`src/hw/rtl/dsv_pkg.sv`:
```
// Shared types, codes and helper functions of the date string validator.
`timescale 1ns / 1ps

package dsv_pkg;

    localparam int unsigned DAY_W   = 7;
    localparam int unsigned MONTH_W = 7;
    localparam int unsigned YEAR_W  = 14;
    localparam int unsigned POS_W   = 4;

    localparam logic [POS_W-1:0] POS_SAT  = 4'd11;
    localparam logic [POS_W-1:0] POS_LAST = 4'd9;
    localparam logic [POS_W-1:0] WORD_LEN = 4'd10;
    localparam logic [POS_W-1:0] SEP_POS0 = 4'd2;
    localparam logic [POS_W-1:0] SEP_POS1 = 4'd5;

    localparam logic [7:0] CHAR_DOT  = 8'h2E;
    localparam logic [7:0] CHAR_ZERO = 8'h30;
    localparam logic [7:0] CHAR_NINE = 8'h39;

    localparam logic [YEAR_W-1:0] YEAR_MIN_RST = 14'd1900;
    localparam logic [YEAR_W-1:0] YEAR_MAX_RST = 14'd2100;

    localparam logic [MONTH_W-1:0] MONTH_LAST = 7'd12;
    localparam logic [MONTH_W-1:0] MONTH_FEB  = 7'd2;

    // Configuration register indexes.
    localparam logic CFG_YEAR_MIN = 1'b0;
    localparam logic CFG_YEAR_MAX = 1'b1;

    typedef enum logic [2:0] {
        ST_OK     = 3'd0,
        ST_FORMAT = 3'd1,
        ST_DIGIT  = 3'd2,
        ST_YEAR   = 3'd3,
        ST_MONTH  = 3'd4,
        ST_DAY    = 3'd5
    } t_status;

    // One finished word as the front part classifies it.
    typedef struct packed {
        logic               format_ok;
        logic               digits_ok;
        logic               leap;
        logic [DAY_W-1:0]   day;
        logic [MONTH_W-1:0] month;
        logic [YEAR_W-1:0]  year;
    } t_word;

    function automatic logic [YEAR_W-1:0] times10_plus(input logic [YEAR_W-1:0] x,
                                                       input logic [3:0] d);
        times10_plus = (x << 3) + (x << 1) + {{(YEAR_W-4){1'b0}}, d};
    endfunction

    function automatic logic [4:0] month_days(input logic [3:0] month, input logic leap);
        case (month)
            4'd2:                      month_days = leap ? 5'd29 : 5'd28;
            4'd4, 4'd6, 4'd9, 4'd11:   month_days = 5'd30;
            default:                   month_days = 5'd31;
        endcase
    endfunction

endpackage

```
`src/hw/rtl/dsv_front.sv`:
```
// Front part: takes bytes, tracks position, accumulates digits and classifies each word.
`timescale 1ns / 1ps

module dsv_front import dsv_pkg::*; (
    input  logic       i_clk,
    input  logic       i_rst_n,
    input  logic       i_accept,
    input  logic [7:0] i_char_byte,
    input  logic       i_word_end,
    output logic       o_word_valid,
    output t_word      o_word
);

    logic [POS_W-1:0]   r_pos, n_pos;
    logic [DAY_W-1:0]   r_day, n_day;
    logic [MONTH_W-1:0] r_month, n_month;
    logic [YEAR_W-1:0]  r_year, n_year;
    logic [6:0]         r_year_hi, n_year_hi;
    logic [6:0]         r_year_lo, n_year_lo;
    logic               r_sep_ok, n_sep_ok;
    logic               r_dig_ok, n_dig_ok;

    logic       in_window;
    logic       at_sep;
    logic       is_digit;
    logic       take_digit;
    logic [3:0] digit;

    assign in_window  = r_pos < WORD_LEN;
    assign at_sep     = (r_pos == SEP_POS0) || (r_pos == SEP_POS1);
    assign is_digit   = (i_char_byte >= CHAR_ZERO) && (i_char_byte <= CHAR_NINE);
    assign take_digit = in_window && !at_sep && is_digit;
    assign digit      = i_char_byte[3:0];

    always_comb begin
        n_day     = r_day;
        n_month   = r_month;
        n_year    = r_year;
        n_year_hi = r_year_hi;
        n_year_lo = r_year_lo;
        n_sep_ok  = r_sep_ok && !(in_window && at_sep && (i_char_byte != CHAR_DOT));
        n_dig_ok  = r_dig_ok && !(in_window && !at_sep && !is_digit);
        n_pos     = (r_pos < POS_SAT) ? r_pos + 4'd1 : r_pos;
        if (take_digit) begin
            if (r_pos < SEP_POS0) begin
                n_day = DAY_W'(times10_plus(YEAR_W'(r_day), digit));
            end else if (r_pos < SEP_POS1) begin
                n_month = MONTH_W'(times10_plus(YEAR_W'(r_month), digit));
            end else begin
                n_year = times10_plus(r_year, digit);
                // The two halves of the year give the leap rule without a divider.
                if (r_pos < 4'd8) begin
                    n_year_hi = 7'(times10_plus(YEAR_W'(r_year_hi), digit));
                end else begin
                    n_year_lo = 7'(times10_plus(YEAR_W'(r_year_lo), digit));
                end
            end
        end
    end

    assign o_word_valid     = i_accept && i_word_end;
    assign o_word.format_ok = (r_pos == POS_LAST) && n_sep_ok;
    assign o_word.digits_ok = n_dig_ok;
    assign o_word.leap      = (n_year_lo == 7'd0) ? (n_year_hi[1:0] == 2'd0)
                                                  : (n_year_lo[1:0] == 2'd0);
    assign o_word.day       = n_day;
    assign o_word.month     = n_month;
    assign o_word.year      = n_year;

    always_ff @(posedge i_clk) begin
        if (!i_rst_n || (i_accept && i_word_end)) begin
            r_pos     <= '0;
            r_day     <= '0;
            r_month   <= '0;
            r_year    <= '0;
            r_year_hi <= '0;
            r_year_lo <= '0;
            r_sep_ok  <= 1'b1;
            r_dig_ok  <= 1'b1;
        end else if (i_accept) begin
            r_pos     <= n_pos;
            r_day     <= n_day;
            r_month   <= n_month;
            r_year    <= n_year;
            r_year_hi <= n_year_hi;
            r_year_lo <= n_year_lo;
            r_sep_ok  <= n_sep_ok;
            r_dig_ok  <= n_dig_ok;
        end
    end

endmodule

```
`src/hw/rtl/dsv_fifo.sv`:
```
// Short register queue of classified words between the front and back parts.
`timescale 1ns / 1ps

module dsv_fifo import dsv_pkg::*; #(
    parameter int unsigned DEPTH = 4
) (
    input  logic  i_clk,
    input  logic  i_rst_n,
    input  logic  i_wr,
    input  t_word i_wdata,
    output logic  o_full,
    input  logic  i_rd,
    output logic  o_empty,
    output t_word o_rdata
);

    localparam int unsigned PTR_W = $clog2(DEPTH);
    localparam int unsigned CNT_W = $clog2(DEPTH + 1);
    localparam logic [PTR_W-1:0] PTR_LAST = PTR_W'(DEPTH - 1);
    localparam logic [CNT_W-1:0] CNT_FULL = CNT_W'(DEPTH);

    t_word            r_mem [DEPTH];
    logic [PTR_W-1:0] r_wr_ptr, r_rd_ptr;
    logic [CNT_W-1:0] r_count;
    logic             do_wr, do_rd;

    assign o_full  = (r_count == CNT_FULL);
    assign o_empty = (r_count == '0);
    assign do_wr   = i_wr && !o_full;
    assign do_rd   = i_rd && !o_empty;
    assign o_rdata = r_mem[r_rd_ptr];

    always_ff @(posedge i_clk) begin
        if (do_wr) begin
            r_mem[r_wr_ptr] <= i_wdata;
        end
    end

    always_ff @(posedge i_clk) begin
        if (!i_rst_n) begin
            r_wr_ptr <= '0;
            r_rd_ptr <= '0;
            r_count  <= '0;
        end else begin
            if (do_wr) begin
                r_wr_ptr <= (r_wr_ptr == PTR_LAST) ? '0 : r_wr_ptr + PTR_W'(1);
            end
            if (do_rd) begin
                r_rd_ptr <= (r_rd_ptr == PTR_LAST) ? '0 : r_rd_ptr + PTR_W'(1);
            end
            if (do_wr && !do_rd) begin
                r_count <= r_count + CNT_W'(1);
            end else if (do_rd && !do_wr) begin
                r_count <= r_count - CNT_W'(1);
            end
        end
    end

endmodule

```
`src/hw/rtl/dsv_back.sv`:
```
// Back part: judges each classified word and holds the result in an output register.
`timescale 1ns / 1ps

module dsv_back import dsv_pkg::*; (
    input  logic               i_clk,
    input  logic               i_rst_n,
    input  logic [YEAR_W-1:0]  i_year_min,
    input  logic [YEAR_W-1:0]  i_year_max,
    input  logic               i_q_empty,
    input  t_word              i_q_word,
    output logic               o_q_rd,
    output logic               o_empty,
    input  logic               i_pop,
    output logic [2:0]         o_status,
    output logic [DAY_W-1:0]   o_day_value,
    output logic [MONTH_W-1:0] o_month_value,
    output logic [YEAR_W-1:0]  o_year_value
);

    logic               r_valid;
    t_status            r_status, n_status;
    logic [DAY_W-1:0]   r_day;
    logic [MONTH_W-1:0] r_month;
    logic [YEAR_W-1:0]  r_year;
    logic [4:0]         day_limit;
    logic               take;

    assign take      = !i_q_empty && (!r_valid || i_pop);
    assign o_q_rd    = take;
    assign day_limit = month_days(i_q_word.month[3:0], i_q_word.leap);

    always_comb begin
        if (!i_q_word.format_ok) begin
            n_status = ST_FORMAT;
        end else if (!i_q_word.digits_ok) begin
            n_status = ST_DIGIT;
        end else if ((i_q_word.year < i_year_min) || (i_q_word.year > i_year_max)) begin
            n_status = ST_YEAR;
        end else if ((i_q_word.month == '0) || (i_q_word.month > MONTH_LAST)) begin
            n_status = ST_MONTH;
        end else if ((i_q_word.day == '0) || (i_q_word.day > DAY_W'(day_limit))) begin
            n_status = ST_DAY;
        end else begin
            n_status = ST_OK;
        end
    end

    always_ff @(posedge i_clk) begin
        if (!i_rst_n) begin
            r_valid <= 1'b0;
        end else if (take) begin
            r_valid <= 1'b1;
        end else if (i_pop) begin
            r_valid <= 1'b0;
        end
    end

    // Decoded values are only passed on for a word that passes every check.
    always_ff @(posedge i_clk) begin
        if (take) begin
            r_status <= n_status;
            r_day    <= (n_status == ST_OK) ? i_q_word.day   : '0;
            r_month  <= (n_status == ST_OK) ? i_q_word.month : '0;
            r_year   <= (n_status == ST_OK) ? i_q_word.year  : '0;
        end
    end

    assign o_empty       = !r_valid;
    assign o_status      = r_status;
    assign o_day_value   = r_day;
    assign o_month_value = r_month;
    assign o_year_value  = r_year;

endmodule

```
`src/hw/rtl/date_string_validator_core.sv`:
```
// Top level of the DD.MM.YYYY date string validator.
//
//   Channel   Direction  Handshake            Payload
//   input     in         push / full          i_char_byte, i_word_end
//   result    out        empty / pop          o_status, o_day_value, o_month_value,
//                                             o_year_value
//   config    in         i_cfg_we             i_cfg_idx, i_cfg_wdata
//
// One byte is taken every cycle while full is low; after the final byte of a word
// is taken, its result passes through the word queue, then the output register.
// full rises only when the word queue of QUEUE_DEPTH entries is full, which only
// happens when pop is held low; the result register then holds its item.
// Reset clears the word state and the queue and loads year_min 1900 and year_max 2100.
`timescale 1ns / 1ps

module date_string_validator_core import dsv_pkg::*; #(
    parameter int unsigned QUEUE_DEPTH = 4
) (
    input  logic               i_clk,
    input  logic               i_rst_n,
    input  logic               push,
    output logic               full,
    input  logic [7:0]         i_char_byte,
    input  logic               i_word_end,
    output logic               empty,
    input  logic               pop,
    output logic [2:0]         o_status,
    output logic [DAY_W-1:0]   o_day_value,
    output logic [MONTH_W-1:0] o_month_value,
    output logic [YEAR_W-1:0]  o_year_value,
    input  logic               i_cfg_we,
    input  logic               i_cfg_idx,
    input  logic [YEAR_W-1:0]  i_cfg_wdata
);

    logic [YEAR_W-1:0] r_year_min, r_year_max;
    logic              accept;
    logic              word_valid;
    t_word             front_word, q_word;
    logic              q_empty, q_rd;

    assign accept = push && !full;

    always_ff @(posedge i_clk) begin
        if (!i_rst_n) begin
            r_year_min <= YEAR_MIN_RST;
            r_year_max <= YEAR_MAX_RST;
        end else if (i_cfg_we) begin
            case (i_cfg_idx)
                CFG_YEAR_MIN: r_year_min <= i_cfg_wdata;
                CFG_YEAR_MAX: r_year_max <= i_cfg_wdata;
                default: ;
            endcase
        end
    end

    dsv_front u_front (
        .i_clk        (i_clk),
        .i_rst_n      (i_rst_n),
        .i_accept     (accept),
        .i_char_byte  (i_char_byte),
        .i_word_end   (i_word_end),
        .o_word_valid (word_valid),
        .o_word       (front_word)
    );

    dsv_fifo #(
        .DEPTH (QUEUE_DEPTH)
    ) u_fifo (
        .i_clk   (i_clk),
        .i_rst_n (i_rst_n),
        .i_wr    (word_valid),
        .i_wdata (front_word),
        .o_full  (full),
        .i_rd    (q_rd),
        .o_empty (q_empty),
        .o_rdata (q_word)
    );

    dsv_back u_back (
        .i_clk         (i_clk),
        .i_rst_n       (i_rst_n),
        .i_year_min    (r_year_min),
        .i_year_max    (r_year_max),
        .i_q_empty     (q_empty),
        .i_q_word      (q_word),
        .o_q_rd        (q_rd),
        .o_empty       (empty),
        .i_pop         (pop),
        .o_status      (o_status),
        .o_day_value   (o_day_value),
        .o_month_value (o_month_value),
        .o_year_value  (o_year_value)
    );

endmodule

```
`config.mk`:
```
export PLATFORM = sky130hd
export DESIGN_NAME = date_string_validator_core
export DESIGN_NICKNAME = d
export VERILOG_FILES = /design/src/hw/rtl/dsv_pkg.sv /design/src/hw/rtl/dsv_front.sv /design/src/hw/rtl/dsv_fifo.sv /design/src/hw/rtl/dsv_back.sv /design/src/hw/rtl/date_string_validator_core.sv
export SDC_FILE = /design/constraint.sdc
export NUM_CORES = 1
export LEC_CHECK = 0
export ABC_AREA = 1
export BUFFER_PORTS_ARGS = -buffer_cell sky130_fd_sc_hd__buf_2
export CAP_MARGIN = 20
export CORE_MARGIN = 5
export CORE_UTILIZATION = 61
export CTS_CLUSTER_DIAMETER = 30
export DETAILED_ROUTE_END_ITERATION = 10
export PLACE_DENSITY = 0.77
export SKIP_LAST_GASP = 1
export SYNTH_ARGS = -nofsm -noshare
export SYNTH_HDL_FRONTEND = slang
export SYNTH_SLANG_ARGS = --single-unit
```
`constraint.sdc`:
```
create_clock -name i_clk -period 4.3 [get_ports i_clk]
set_input_delay 0.215 -clock i_clk [delete_from_list [all_inputs] [get_ports i_clk]]
set_output_delay 0.215 -clock i_clk [all_outputs]
set_load 0.02 [all_outputs]
```
==> Word-level counts from Yosys, hierarchy flattened <==
Memory sizes are Yosys's and may differ from the RTL's. A register that Yosys moved wholly into a read port is not among the register bits.
Cells that the tools add are included.
{ "op_classes": {"add_sub_neg": 15, "order_cmp": 11, "eq_ne": 12, "muxes": 34, "n_bitwise": 1, "reduce_logical": 45} }
{ "ops": {"columns": ["operator", "n"], "rows": [
  ["$mux W7", 9],
  ["$mux W14", 3],
  ["$add A7 B4 Y7", 3],
  ["$add A7 B7 Y7", 3],
  ["$logic_not A7 Y1", 3],
  ["$mux W3", 7],
  ["$logic_and A1 B1 Y1", 16],
  ["$mux W2", 8],
  ["$add A14 B14 Y14", 1],
  ["$add A14 B4 Y14", 1],
  ["$gt A14 B14 Y1", 1],
  ["$lt A14 B14 Y1", 1],
  ["$eq A4 B3 Y1 const B", 3],
  ["$eq A4 B4 Y1 const B", 3],
  ["$lt A4 B4 Y1 const B", 3],
  ["$logic_not A1 Y1", 10],
  ["$pmux W5 S2", 1],
  ["$eq A4 B2 Y1 const B", 2],
  ["$ge A8 B6 Y1 const B", 1],
  ["$le A8 B6 Y1 const B", 1],
  ["$ne A8 B6 Y1 const B", 1],
  ["$gt A7 B4 Y1 const B", 1],
  ["$gt A7 B5 Y1", 1],
  ["$logic_not A3 Y1", 2],
  ["17 further kinds", 33]
]} }
{ "totals": {"reg_bits": 110, "mem_bits_rw": 124, "out_inout_bits": 33, "word_cells": 137, "memories": 1} }
{ "mem_list": {"columns": ["memory", "words", "width", "rd", "rd_clocked_by_memory_dff", "wr", "line_no", "rtl"], "rows": [
  ["u_fifo.r_mem", 4, 31, 1, 1, 1, "dsv_fifo.sv:22", "t_word r_mem [DEPTH];"]
]} }

==> Logic depth before layout (Yosys ltp) <==
{ "logic_depth": {"depth_word": 11, "ltp_mapped": 25} }

==> By module <==
Synthesis repeated with hierarchy kept, for this count alone.
{ "unflattened": {"hier_cells": 1377, "hier_area_um2": 12485.7} }
{ "modules_own_cells": {"columns": ["mod", "instances", "cells_each", "area_each_um2"], "rows": [
  ["dsv_fifo", 1, 372, 5141.2],
  ["dsv_front", 1, 614, 3972.6],
  ["dsv_back", 1, 249, 2314.7],
  ["date_string_validator_core", 1, 142, 1057.3]
]} }

==> Worst setup path after synthesis <==
OpenSTA, ideal clock, no wires.
{ "synth_timing": {"path_kind": "reg2reg", "from": "register u_back.r_valid", "to": "register u_fifo.r_count[1]", "arrival_ns": 3.338, "required_time_ns": 4.180, "setup_slack_ns": 0.842, "stages_incl_launch_ff": 10, "path_buffers": 0, "path_cell_list": "dfxtp_1 inv_1 nor2_1 a21oi_1 inv_1 ha_1 inv_1 fa_1 o21ai_0 a21oi_1"} }
{ "synth_via": {"elab_chain_len": 7, "word_cells_on_any_way": 9, "classes_between": "1 x mux; 8 x reduce/logical"} }
{ "synth_lines": {"columns": ["item", "line_no", "rtl"], "rows": [
  ["from (decl)", "dsv_back.sv:20", "logic r_valid;"],
  ["from (signal assigned)", "dsv_back.sv:50", "r_valid <= 1'b0;"],
  ["from (signal assigned)", "dsv_back.sv:52", "r_valid <= 1'b1;"],
  ["from (signal assigned)", "dsv_back.sv:54", "r_valid <= 1'b0;"],
  ["$logic_not A1 Y1 *", null, null],
  ["net empty", "date_string_validator_core.sv:25", "output logic empty,"],
  ["$logic_or A1 B1 Y1 *", "dsv_back.sv:28", "assign take = !i_q_empty && (!r_valid || i_pop);"],
  ["$logic_and A1 B1 Y1 *", "dsv_back.sv:28", null],
  ["net q_rd", "date_string_validator_core.sv:40", "logic q_empty, q_rd;"],
  ["$logic_and A1 B1 Y1 *", "dsv_fifo.sv:30", "assign do_rd = i_rd && !o_empty;"],
  ["$logic_not A1 Y1", "dsv_fifo.sv:51", "if (do_wr && !do_rd) begin"],
  ["$logic_and A1 B1 Y1", "dsv_fifo.sv:51", null],
  ["$mux W3 or $reduce_bool A2 Y1 (tied branches)", null, null],
  ["to (signal assigned)", "dsv_fifo.sv:52", "r_count <= r_count + CNT_W'(1);"],
  ["to (signal assigned)", "dsv_fifo.sv:54", "r_count <= r_count - CNT_W'(1);"],
  ["to (decl)", "dsv_fifo.sv:24", "logic [CNT_W-1:0] r_count;"]
]} }
The timed path passes the listed nets; every way through them passes the cells marked *.
A chain may end at the register's enable or synchronous reset.

==> impl_metrics.yaml <==
status:
  status: "finished clean"
drt:
  drc: 0
  first_iter_violations: 578
  wl_per_cell_um: 16.2
  first_pass_iters: 5
  vias: 8892
  via_per_inst: 5.50
  drt-total-wl_um: 26200
  antenna_left: 0
sta:
  holdWs_ns: 0.0335
  max-slew-margin-rel: 0.301
  finalHoldViolations: 0
  max_freq_mhz: 295
  timing.final.max_slew_violations: 0
  finalSetupTns_ns: 0
  fin_crit_sh: 0.789
  period_needed_ns: 3.39
  fin_worst_skew_ns: 0.0132
  setup_viol: 0
  rsz0062_at_grt: "no"
  worst_pin_slew_ns: 1.04
yosys:
  synth.avg_cell_area_um2: 9.54
  async_flop_share: 0
  netlist_top_cells_area: "edfxtp_1 (40%), dfxtp_1 (14%), ha_1 (9.0%)"
  synth-edff-count: 155
  synth_seq_area_share: 0.535
  ys.warnings.count: 0
  synthFlopType: "edfxtp_1"
  synth_cell_types: 42
  netlist_instances: 1230
  synth_area_mm2: 0.0117
  yosysTopAreaCell: "edfxtp_1"
  synth_top_area_share: 0.397
  ys_seq_elements: 236
placement:
  dpl.hpwl_um: 16500
  gp_congestion: 0.925
  portBuffers: 61
worst_setup_path:
  crit_type: "register to register"
  cp_max_fo: 20
  setup.worst_path.start_class: "register"
  cp.required_ns: 4.67
  cp-end-kind: "register"
  arrival_ns: 3.77
  r2r_setup_slack_ns: 0.91
  ff2ff_path_depth: 17
global_route:
  grt_start_max_net_pins: 63
  grt_use_met2: 0.410
  grt_first_pass_wirelength_um: 43000
  grt_pass1_vias: 8785
  top_usage_layer: "met2"
  grt_antenna_before_repair: 0
  met1_usage: 0.315
  gr-total-overflow: 0
  grt_util_all_layers: 0.242
  met3_usage: 0.0457
die:
  coreArea_mm2: 0.0188
  die_x_um: 149
  io-pin-count: 62
  fp.dieH_um: 149
  core.rowCount: 50
  start_util: 0.623
  die_area_mm2: 0.0221
power_and_ir_drop:
  p_comb_frac: 0.282
  p_int_mw: 6.07
  peakVddDrop_uv: 472
  p_per_area_mw_per_mm2: 658
  p_sw_frac: 0.338
  p_clk_frac: 0.391
  seqPwrFrac: 0.327
  p_switching_mw: 3.10
  leakagePower_nw: 6.19
clock_tree:
  insertion_delay_ns: 0.52
  postCtsSetupBuffers: 0
  cts_inserted_buffers: 44
  cts-root-buf: "clkbuf_16"
  postCtsHoldBufs: 12
  clkTransAtPathRegs_ns: 0.06
  cts-resized-gates: 0
  cts.sinks: 236
  cts_tree: "built"
  htreeDepth: 2
  clock_path_buffers: 3
cells_and_area:
  nets: 1445
  diodes: 0
  final_cell_mix: "nand2_1 (249), edfxtp_1 (155), inv_1 (142), o21ai_0 (100), nor2_1 (93)"
  layout.cells.most_common: "nand2_1"
  area.growth.synth_to_final_pct: 18.8
  layout-drive-gt1-share: 0.140
  fill_cells: 1302
hold_path:
  hp-class: "input pin to register"
  hold_depth: 3
job:
  cap_viol_max_count: 0
cell families after synthesis:
family	after synthesis	synth area share
AND/OR/NAND/NOR	445	0.158
adder cells (fa/ha/maj)	93	0.105
buffers and inverters	194	0.0705
multiplexers	1	0.000853
other	1	0.000320
flip-flops	236	0.535
XOR/XNOR	24	0.0179
AO/OA/AOI/OAI	236	0.113
registers in the layout (all words and copies together) (netlist names), named ones only:
signal / flops
u_front.r_year_hi: 2
u_fifo.r_wr_ptr: 2
u_front.r_month: 7
u_front.r_day: 7
r_year_min: 14
u_fifo.r_rd_ptr: 2
u_front.r_pos: 4
u_front.r_year_lo: 7
u_front.r_dig_ok: 1
u_front.r_year: 14
u_back.o_status: 3
u_back.o_year_value: 14
u_back.o_day_value: 7
u_front.r_sep_ok: 1
u_back.o_month_value: 7
u_fifo.r_count: 3
u_fifo.r_mem: 124
r_year_max: 14
u_back.r_valid: 1
worst paths after layout:
check	from	endpoint
setup / recovery	register	u_back.o_year_value[6]
hold / removal	i_cfg_wdata[1]	r_year_max[1]
setup reg to reg	register	u_back.o_year_value[6]
hold reg to reg	u_front.r_sep_ok	u_front.r_sep_ok
routing by layer:
layer  part of all wire  routed length (um)  vias up
met5                  0                   0        -
met4              0.025                 658        0
met3              0.065                1710       58
met2               0.48               12600      314
met1               0.43               11200     4156
li1                   -                   -     4364
power by group through the flow:
stage | Sequential (mW) | Combinational, mW | Clock (mW)
2_1_floorplan | 3.21 | 1.69 | 0
3_3_place_gp | 3.02 | 2.44 | 0
3_5_place_dp | 3.03 | 2.52 | 0
4_1_cts | 3.00 | 2.58 | 3.62
5_1_grt | 3.03 | 2.91 | 3.76
6_report | 3.00 | 2.59 | 3.59
through the flow:
step           setup slack (ns)  instances  area (um^2)   util  total power, mW
2_1_floorplan             0.842       1234        11800      -             4.90
5_1_grt                   0.605       1616        13900  0.740             9.71
3_3_place_gp               1.20       1525        12300  0.651             5.46
6_report                  0.906       1616        13900  0.740             9.17
4_1_cts                   0.920       1616        13900  0.740             9.20
3_5_place_dp               1.02       1525        12300  0.651             5.55
final cells by class:
type	count	area, um^2	area share
inverter	149	567	0.0407
clock inverter	30	408	0.0293
sequential	236	6280	0.450
tap	260	325	0.0233
timing repair buffer	88	538	0.0386
clock buffer	49	1150	0.0826
multi-input combinational	804	4670	0.335
cells in the mapped netlist, types with 13 or more instances:
library cell  number
nand2_1          249
edfxtp_1         155
inv_1            142
o21ai_0          100
nor2_1            98
a21oi_1           85
ha_1              84
dfxtp_1           81
nand3_1           57
clkbuf_1          19
o211ai_1          18
xnor2_1           18
nor2_2            17
a32oi_1           13
worst max-delay path: stages (launching register included):
cell and delay [ns]:
dfxtp_1 0.33, inv_2 0.31, buf_4 0.29, a21oi_1 0.06
a32oi_1 0.42, ha_1 0.33, nand2_1 0.07, inv_1 0.05
o21ai_0 0.06, a21oi_1 0.08, nor2_1 0.14, nand2_1 0.07
nand2_1 0.11, nand3_1 0.14, nor2_1 0.14, nand3_2 0.21
buf_4 0.29, nor2_2 0.12
(Power assumes the default switching activity.)
